===== src/rtl/hkrm_mod_unit.sv =====
// hkrm_mod_unit: restoring remainder unit, one dividend bit per cycle.
// Depends on nothing but its parameters.
module hkrm_mod_unit #(
    parameter int DVD_W = 17,
    parameter int DIV_W = 9,
    parameter int REM_W = 8
) (
    input  logic             i_clk,
    input  logic             i_rst_n,
    input  logic             i_start,
    input  logic [DVD_W-1:0] i_dividend,
    input  logic [DIV_W-1:0] i_divisor,
    output logic             o_done,
    output logic [REM_W-1:0] o_rem
);
    localparam int STEP_W = $clog2(DVD_W + 1);

    logic              r_busy;
    logic              r_done;
    logic [STEP_W-1:0] r_step;
    logic [DIV_W-1:0]  r_rem;
    logic [DVD_W-1:0]  r_dvd;
    logic [DIV_W-1:0]  r_div;
    logic [DIV_W:0]    n_trial;
    logic [DIV_W-1:0]  n_rem;

    always_comb begin
        n_trial = {r_rem, r_dvd[DVD_W-1]};
        if (n_trial >= {1'b0, r_div}) begin
            n_trial = n_trial - {1'b0, r_div};
        end
        n_rem = n_trial[DIV_W-1:0];
    end

    always_ff @(posedge i_clk) begin
        if (!i_rst_n) begin
            r_busy <= 1'b0;
            r_done <= 1'b0;
            r_step <= '0;
        end else begin
            r_done <= 1'b0;
            if (i_start) begin
                r_busy <= 1'b1;
                r_step <= '0;
            end else if (r_busy) begin
                r_step <= r_step + 1'b1;
                if (r_step == STEP_W'(DVD_W - 1)) begin
                    r_busy <= 1'b0;
                    r_done <= 1'b1;
                end
            end
        end
    end

    always_ff @(posedge i_clk) begin
        if (i_start) begin
            r_rem <= '0;
            r_dvd <= i_dividend;
            r_div <= i_divisor;
        end else if (r_busy) begin
            r_rem <= n_rem;
            r_dvd <= {r_dvd[DVD_W-2:0], 1'b0};
        end
    end

    assign o_done = r_done;
    assign o_rem  = r_rem[REM_W-1:0];

endmodule


===== config.mk =====
export PLATFORM = sky130hd
export DESIGN_NAME = hkrm_mod_unit
export DESIGN_NICKNAME = d
export VERILOG_FILES = /design/src/rtl/hkrm_mod_unit.sv
export SDC_FILE = /design/constraint.sdc
export NUM_CORES = 1
export LEC_CHECK = 0
export BUFFER_PORTS_ARGS = -buffer_cell sky130_fd_sc_hd__buf_2
export CORE_MARGIN = 2
export CORE_UTILIZATION = 45
export DETAILED_ROUTE_END_ITERATION = 10
export MAX_ROUTING_LAYER = met4
export PLACE_DENSITY = 0.79
export SKIP_CTS_REPAIR_TIMING = 1
export SYNTH_ARGS = -nofsm -noshare
export SYNTH_HDL_FRONTEND = slang
export SYNTH_SLANG_ARGS = --single-unit

===== constraint.sdc =====
create_clock -name i_clk -period 2.42 [get_ports i_clk]
set_input_delay 0.484 -clock i_clk [delete_from_list [all_inputs] [get_ports i_clk]]
set_output_delay 0.484 -clock i_clk [all_outputs]
set_load 0.02 [all_outputs]

==> impl_metrics.ini, run 1 <==
[critical_path]
r2r-end = r_rem[1]$_SDFFE_PP0P_
cp_common_cell = inv_1
slowest_delay_ns = 0.43
crit_chain = inv_1 -> ha_1 -> inv_1 -> fa_1 -> a211oi_2 -> o21ai_1 -> a22oi_4 -> buf_4 -> mux2i_1 -> a211oi_1
critPathCaptureType = register
r2r_cells = 10
cp.arrival_ns = 2.50
cp_max_fo = 8
start_kind = register
r2r-start = r_dvd[16]$_DFFE_PP_
ff2ff_setup_slack_ns = 0.10
critical_path_class = register to register
cpMaxStageDelayCell = fa_1
worstPathRequired_ns = 2.60

[floorplanning]
dieHeight_um = 74.5
io_pins = 38
coreArea_mm2 = 0.00475
row_count = 25
die_w_um = 74.5
start_util = 0.471
die_area_mm2 = 0.00556

[timing]
timing.final.crit_share = 0.959
hold_viol_final = 0
whs_ns = 0.361
tightest_slew_ns = 0.519
post-route-min-period_ns = 2.32
fmax_mhz = 431
skew_ns = 0.00472
relSlewSlack = 0.651
setup_tns_ns = 0
setup_viol = 0
maxSlewViolCount = 0

[logic_synthesis]
syn_avg_cell_area_um2 = 11.5
syn-num-nets = 236
yosys-top-cells-area = edfxtp_1, dfxtp_1, ha_1
synth_ff_type = edfxtp_1
synth.area.mux_share = 0.107
yosysWarnings = 0
synth_fa_ha_area_frac = 0.0704
synth-async-reset-ratio = 0
synth_top_area_share = 0.349
synth_edf_count = 26
synthSimpleGateAreaFrac = 0.102
synth_top_cell_by_area = edfxtp_1
synth_xor_area_frac = 0.0352
synth_compound_area_frac = 0.123
netlist_area_mm2 = 0.00224
synth-seq-area-share = 0.492
synth_seq_cells = 42
synthCells = 195
yosysUniqueCellTypes = 49
synth_top_family_by_area = compound AO/OA/AOI/OAI gates

[placement]
dpl_cell_area_mm2 = 0.00247
port-buffer-count = 37
place_congestion = 0.828
dpl.cell_count = 292
place_hpwl_um = 3100

[global_routing]
grt_util_all_layers = 0.175
grt_max_degree = 22
grt_overflow = 0
grt_antenna_before_repair = 0
grt_pass1_wl_um = 6980
grt_pass1_vias = 1555

[flow_run]
drv_cap = 0

[route]
drt_iter0_drc = 134
viasPerCell = 5.16
antenna_left = 0
drcViolationCount = 0
firstDrtPassIters = 4
wl_um = 4230
vias = 1549
drt-wirelength-per-cell_um = 14.1

[layout]
layoutNonFillerInstCount = 300
drive_gt1_frac = 0.270
final_area_mm2 = 0.00257
syn_to_final_growth_pct = 14.6
final_net_count = 273
antennaDiodeCount = 0

[min_path]
hp-start = i_divisor[2]
hold_end = r_div[2]$_DFFE_PP_
hold_path_depth = 1
hold_class = input pin to register

[cts]
cts.sinks = 42
clockBufferDepth = 2
clk_latency_ns = 0.30
cts.clk_slew.worst_paths_ns = 0.08
cts_tree = done
cts-root-buf = clkbuf_8
cts-htree-levels = 2
numCtsBuffers = 5

[power_and_ir_drop]
p_total_mw = 1.68
switching_share = 0.285
seqPwrFrac = 0.512
net-switching-power_mw = 0.477
p_int_mw = 1.20
power_leakage_nw = 1.10
peakVddDrop_uv = 482
p_per_area_mw_per_mm2 = 653
comb_power_share = 0.219
pwr-share-clk = 0.269

[outcome]
status = finished, final reports clean
==> flip-flops by register name (all words and copies together) (netlist names) <==
| signal | count |
|---|---|
| r_rem | 9 |
| r_div | 9 |
| o_done | 1 |
| r_busy | 1 |
| r_step | 5 |
| r_dvd | 17 |
==> cells by family (layout without fill, tap and decap cells) <==
family          count (synthesis)  in the layout
mux                            22             22
simple gates                   42             42
fa+ha+maj                      12             12
buf+inv                        32             70
flops                          42             42
compound gates                 36             36
xor+xnor                        9              9
==> cell type report <==
| class | count | area, µm² |
|---|---|---|
| Clock buffer | 5 | 68.8 |
| Clock inverter | 3 | 18.8 |
| Fill cell | 447 | 2190 |
| Inverter | 17 | 63.8 |
| Multi-Input combinational cell | 121 | 985 |
| Sequential cell | 42 | 1100 |
| Tap cell | 67 | 83.8 |
| Timing Repair Buffer | 45 | 245 |
==> cells in the mapped netlist (2+ instances only) <==
cell,number
nor2b_1,2
o31ai_1,3
o21a_1,2
o21ai_1,4
nor2_1,17
a311oi_1,2
mux2_1,12
mux2i_1,6
edfxtp_1,26
xor2_1,5
ha_1,11
nand2b_1,2
nand4_1,4
clkbuf_1,4
nor3_1,3
nor3b_1,2
a211oi_1,3
mux2_2,4
buf_4,8
o21ai_0,5
nand2_1,5
inv_1,17
a32oi_1,2
dfxtp_1,16
a21oi_1,3
xnor2_1,4
==> stage by stage <==
step           setup slack, ns   util
6_report                 0.100  0.540
5_1_grt                -0.0685  0.540
4_1_cts                 0.0369  0.539
3_5_place_dp            0.0723  0.520
3_3_place_gp             0.186  0.520
2_1_floorplan            0.169      -
==> worst max-delay path, delay by kind of cell (launching register included) <==
family,cells,cell delay [ns]
buffers and inverters,3,0.32
AOI/OAI and AO/OA,4,0.68
DFF,1,0.39
adders and majority gates,2,0.58
muxes,1,0.22
==> cells in the final DEF (no fill, tap or decap), types with 6 or more instances in the layout <==
cell | Yosys | final
edfxtp_1 | 26 | 26
inv_1 | 17 | 17
mux2_1 | 12 | 12
buf_2 | 1 | 37
ha_1 | 11 | 11
mux2i_1 | 6 | 6
dfxtp_1 | 16 | 16
buf_4 | 8 | 8
nor2_1 | 17 | 17
==> power groups by stage <==
| stage | combinational, mW | clock [mW] | sequential (mW) |
|---|---|---|---|
| after global routing | 0.406 | 0.490 | 0.866 |
| final | 0.367 | 0.450 | 0.858 |
| after detailed placement | 0.360 | 0 | 0.874 |
| after global placement | 0.351 | 0 | 0.872 |
| after CTS | 0.364 | 0.462 | 0.859 |
| after floorplan | 0.280 | 0 | 0.859 |
==> worst max-delay path by stage <==
stage	startpoint	slack [ns]	depth (start not counted)	end
final	r_dvd[16]$_DFFE_PP_	0.10	10	r_rem[1]$_SDFFE_PP0P_
after global routing	r_dvd[16]$_DFFE_PP_	-0.07	10	r_rem[1]$_SDFFE_PP0P_
after CTS	r_dvd[16]$_DFFE_PP_	0.04	10	r_rem[1]$_SDFFE_PP0P_
after detailed placement	r_dvd[16]$_DFFE_PP_	0.07	10	r_rem[1]$_SDFFE_PP0P_
after global placement	r_dvd[16]$_DFFE_PP_	0.19	10	r_rem[4]$_SDFFE_PP0P_
after floorplan	r_dvd[16]$_DFFE_PP_	0.17	10	r_rem[4]$_SDFFE_PP0P_
==> metal layers <==
layer,global-route usage,wire (µm)
met4,0.0734,76
met2,0.281,2020
met5,-,0
met3,0.0447,180
met1,0.210,1950
No activity file was read; power rests on OpenSTA's default activity.
==> run 2: changes to the inputs <==
--- a/config.mk
+++ b/config.mk
@@ -5,6 +5,7 @@
 export SDC_FILE = /design/constraint.sdc
 export NUM_CORES = 1
 export LEC_CHECK = 0
+export ABC_AREA = 1
 export BUFFER_PORTS_ARGS = -buffer_cell sky130_fd_sc_hd__buf_2
 export CORE_MARGIN = 2
 export CORE_UTILIZATION = 45
==> impl_metrics.ini, run 2 <==
[outcome]
status = finished, final reports clean

[layout]
syn_to_final_growth_pct = 12.7
antennaDiodeCount = 0
multi_input_area_um2 = 947
top_register = r_dvd
final_net_count = 359
largestRegisters = r_dvd (17), r_div (9), r_rem (9)
final_area_mm2 = 0.00258
postLayoutCoreUtil = 0.537
final_cell_mix = nand2_1, inv_1, buf_2, nand3_1, edfxtp_1
nFillCells = 474
largest_reg_flops = 17
drive_gt1_frac = 0.166
layout_commonest_cell = nand2_1
regArea_mm2 = 0.00110

[min_path]
hp-start = i_divisor[2]
hold_class = input pin to register

[timing]
tightest_slew_ns = 0.566
relSlewSlack = 0.621
maxSlewViolCount = 0
rsz0062_at_grt = no
hold_viol_final = 0
fmax_mhz = 539
post-route-min-period_ns = 1.85
worst_slack_ns = 0.566
timing.final.crit_share = 0.766
setup_viol = 0
setup_tns_ns = 0
skew_ns = 0.00441

[placement]
port-buffer-count = 37
dp_worst_setup_slack_ns = 0.451
dpl_cell_area_mm2 = 0.00249
place_congestion = 0.839
place_hpwl_um = 3130

[global_routing]
grt_max_degree = 18
grt_pass1_wl_um = 6890
grt_overflow = 0
grt_pass1_vias = 1684
grt_util_all_layers = 0.164
grt_antenna_before_repair = 0

[logic_synthesis]
synth-async-reset-ratio = 0
synthMostInstantiatedCell = nand2_1
synth_top_area_share = 0.340
yosysWarnings = 0
synth_seq_cells = 42
synth_top_cell_by_area = edfxtp_1
netlist_area_mm2 = 0.00229
synth_common_cells = nand2_1, inv_1, nand3_1, edfxtp_1, dfxtp_1
synth_edf_count = 26
synthCells = 284
syn-num-nets = 325
syn_avg_cell_area_um2 = 8.08
yosys-top-cells-area = edfxtp_1, nand2_1, dfxtp_1
synth_ff_type = edfxtp_1
synth-seq-area-share = 0.480
yosysUniqueCellTypes = 31

[floorplanning]
start_util = 0.476
row_count = 25
die_area_mm2 = 0.00568
coreArea_mm2 = 0.00482
die_w_um = 75.4
dieHeight_um = 75.4
io_pins = 38

[cts]
cts.clk_slew.worst_paths_ns = 0.07
numCtsBuffers = 5
clk_latency_ns = 0.29
cts-root-buf = clkbuf_8
cts-htree-levels = 2
clockBufferDepth = 2
cts_tree = done
cts.sinks = 42

[power_and_ir_drop]
p_total_mw = 1.49
power_leakage_nw = 1.37
peakVddDrop_uv = 497
p_per_area_mw_per_mm2 = 577

[critical_path]
start_kind = register
cp_max_fo = 10
crit_start = r_dvd[16]$_DFFE_PP_
critPathCaptureType = register
r2r-start = r_dvd[16]$_DFFE_PP_
cp.arrival_ns = 2.09
worstPathRequired_ns = 2.65
critical_path_class = register to register

[route]
firstDrtPassIters = 4
drt_iter0_drc = 71
viasPerCell = 4.50
top_layer = met4
antenna_left = 0
wl_um = 3980
drt-met1-wl_um = 1890
wl_met3_um = 194
dr_wl_met2_um = 1820
drt-wirelength-per-cell_um = 10.3
vias = 1737
drcViolationCount = 0

[flow_run]
drv_cap = 0
run 2: cell types whose count changed in the layout (fill, tap and decap cells not counted), moves of 5 or more:
cell	delta
buf_4	-6
inv_1	+25
mux2_1	-12
mux2i_1	-6
nand2_1	+106
nand3_1	+26
nor2_1	-8
o21ai_0	-5
run 2: kinds of logic (layout without fill, tap and decap cells):
family                     Yosys count  in the layout  share of synthesized area
adders and majority gates           12             12                     0.0687
xor gates and xnor gates             3              3                     0.0115
DFF                                 42             42                      0.480
and+or+nand+nor                    164            164                      0.311
AOI/OAI and AO/OA                    8              8                     0.0218
buffers and inverters               55             90                      0.107
run 2: final timing paths:
path	to	slack, ns	cells past startpoint
max	r_rem[8]$_SDFFE_PP0P_	0.57	11
min reg2reg	r_rem[7]$_SDFFE_PP0P_	0.50	2
min	r_div[2]$_DFFE_PP_	0.36	1
max reg2reg	r_rem[8]$_SDFFE_PP0P_	0.57	11
run 2: metrics by stage:
| step | cells | hold slack, ns |
|---|---|---|
| after floorplan | 284 | 0.459 |
| after global placement | 378 | 0.494 |
| after detailed placement | 378 | 0.490 |
| after CTS | 386 | 0.357 |
| after global routing | 386 | 0.353 |
| final | 386 | 0.364 |
run 2: area by class of cell:
type,count,area share
Timing Repair Buffer,39,0.0774
Clock buffer,7,0.0334
Inverter,43,0.0624
Multi-Input combinational cell,187,0.366
Clock inverter,1,0.00194
Sequential cell,42,0.426
Tap cell,67,0.0324
run 2: layer usage:
metal	vias to the layer above	global-route usage
li1	958	-
met1	732	0.197
met2	42	0.268
met3	5	0.0370
met4	0	0.0643
met5	-	-
run 2: report_power, final:
part | internal [mW] | switching [mW]
Clock | 0.230 | 0.218
Combinational | 0.0820 | 0.127
Sequential | 0.816 | 0.0193
Total | 1.13 | 0.365
run 2: worst max-delay path: stages (launching register included):
cell,delay (ns)
edfxtp_1,0.37
inv_1,0.09
ha_1,0.14
inv_1,0.05
fa_1,0.42
nand4_1,0.14
nand2_1,0.11
nand2_4,0.16
nand2_8,0.08
nand2_1,0.08
nand3_1,0.07
nand2_1,0.07
==> run 3: changes to the inputs <==
--- a/config.mk
+++ b/config.mk
@@ -11,7 +11,7 @@
 export CORE_UTILIZATION = 45
 export DETAILED_ROUTE_END_ITERATION = 10
 export MAX_ROUTING_LAYER = met4
-export PLACE_DENSITY = 0.79
+export PLACE_DENSITY = 0.76
 export SKIP_CTS_REPAIR_TIMING = 1
 export SYNTH_ARGS = -nofsm -noshare
 export SYNTH_HDL_FRONTEND = slang
==> constraint.sdc (replaced) <==
create_clock -name i_clk -period 1.81 [get_ports i_clk]
set_input_delay 0.362 -clock i_clk [delete_from_list [all_inputs] [get_ports i_clk]]
set_output_delay 0.362 -clock i_clk [all_outputs]
set_load 0.02 [all_outputs]
==> impl_metrics.ini, run 3 (same netlist as run 2, synthesis figures left out) <==
[critical_path]
critPathCaptureType = register
cp.arrival_ns = 1.98
start_kind = register
cp_max_fo = 9
critical_path_class = register to register
worstPathRequired_ns = 2.05

[timing]
hold_viol_final = 0
maxSlewViolCount = 0
post-route-min-period_ns = 1.73
worst_slack_ns = 0.0762
fmax_mhz = 577
tightest_slew_ns = 0.646
rsz0062_at_grt = yes
relSlewSlack = 0.569
timing.final.crit_share = 0.958
skew_ns = 0.00641
setup_viol = 0

[layout]
top_register = r_dvd
multi_input_area_um2 = 1000
syn_to_final_growth_pct = 17.3
antennaDiodeCount = 0
final_net_count = 368
drive_gt1_frac = 0.223
largest_reg_flops = 17
nFillCells = 446
largestRegisters = r_dvd (17), r_div (9), r_rem (9)
layout_commonest_cell = nand2_1
regArea_mm2 = 0.00110
final_cell_mix = nand2_1, inv_1, buf_2, nand3_1, edfxtp_1

[floorplanning]
io_pins = 38
dieHeight_um = 75.4
start_util = 0.476
coreArea_mm2 = 0.00482
row_count = 25
die_w_um = 75.4
die_area_mm2 = 0.00568

[outcome]
status = finished, final reports clean

[cts]
numCtsBuffers = 5
cts.sinks = 42
clockBufferDepth = 2
cts-htree-levels = 2
clk_latency_ns = 0.29
cts_tree = done
cts-root-buf = clkbuf_8
cts.clk_slew.worst_paths_ns = 0.08

[placement]
place_congestion = 0.864
place_hpwl_um = 3150
port-buffer-count = 37
dp_worst_setup_slack_ns = -0.0336

[route]
wl_um = 4260
drt_iter0_drc = 82
drt-wirelength-per-cell_um = 10.8
viasPerCell = 4.79
antenna_left = 0
vias = 1891
drcViolationCount = 0
firstDrtPassIters = 4

[power_and_ir_drop]
p_per_area_mw_per_mm2 = 759
p_total_mw = 2.04
power_leakage_nw = 1.41
peakVddDrop_uv = 547

[global_routing]
grt_pass1_wl_um = 7200
grt_util_all_layers = 0.170
grt_max_degree = 25
grt_antenna_before_repair = 0
grt_pass1_vias = 1668
grt_overflow = 0

[flow_run]
drv_cap = 0

[min_path]
hold_class = input pin to register
[run 3: changes by cell type in the layout (fill, tap and decap cells not counted), sizes merged]
cell   delta
buf       +7
nand2     +1
nor2b     +1
[run 3: worst paths after layout]
check                         from                    end  slack [ns]  depth (start not counted)
min                   i_divisor[0]     r_div[0]$_DFFE_PP_        0.24                          1
max reg2reg    r_dvd[16]$_DFFE_PP_  r_rem[3]$_SDFFE_PP0P_        0.08                         11
max            r_dvd[16]$_DFFE_PP_  r_rem[3]$_SDFFE_PP0P_        0.08                         11
min reg2reg  r_rem[6]$_SDFFE_PP0P_  r_rem[6]$_SDFFE_PP0P_        0.50                          2
[run 3: critical path, cell delays in order, from the launching register on]
cell and delay, ns:
edfxtp_1 0.38, inv_2 0.09, ha_4 0.13, inv_2 0.04, fa_2 0.37, nand4_1 0.12, nand2_2 0.10, nand2_4 0.13
nand2_8 0.08, nand2_1 0.08, nand3_1 0.08, nand2_1 0.07
[run 3: routing by layer]
layer	share of wire	GRT usage	vias up
met3	0.050	0.0370	7
met5	0	-	-
met4	0.013	0.0585	0
met2	0.46	0.264	43
met1	0.47	0.221	854
li1	-	-	987
[run 3: layout make-up]
| class | count | area share |
|---|---|---|
| clock inverters | 1 | 0.00186 |
| well taps | 67 | 0.0312 |
| flip-flops and latches | 42 | 0.409 |
| inverters | 43 | 0.0600 |
| clock buffers | 7 | 0.0321 |
| repair buffers | 46 | 0.0940 |
| multi-input cells | 189 | 0.372 |
[run 3: stage by stage]
| step | utilization | instance area [µm²] | TNS [ns] | hold slack [ns] | std cells |
|---|---|---|---|---|---|
| after CTS | 0.543 | 2620 | -0.193 | 0.228 | 390 |
| after global routing | 0.558 | 2690 | -0.0130 | 0.227 | 395 |
| after detailed placement | 0.524 | 2520 | -0.115 | 0.479 | 382 |
| after floorplan | - | 2290 | 0 | 0.459 | 284 |
| final | 0.558 | 2690 | 0 | 0.237 | 395 |
| after global placement | 0.524 | 2520 | 0 | 0.476 | 382 |
[run 3: report_power, final]
group	switching [mW]	leakage (nW)	total (mW)	internal [mW]
registers	0.0263	0.393	1.12	1.09
logic	0.184	0.972	0.311	0.127
clock network	0.306	0.0482	0.613	0.308
total	0.516	1.41	2.04	1.53
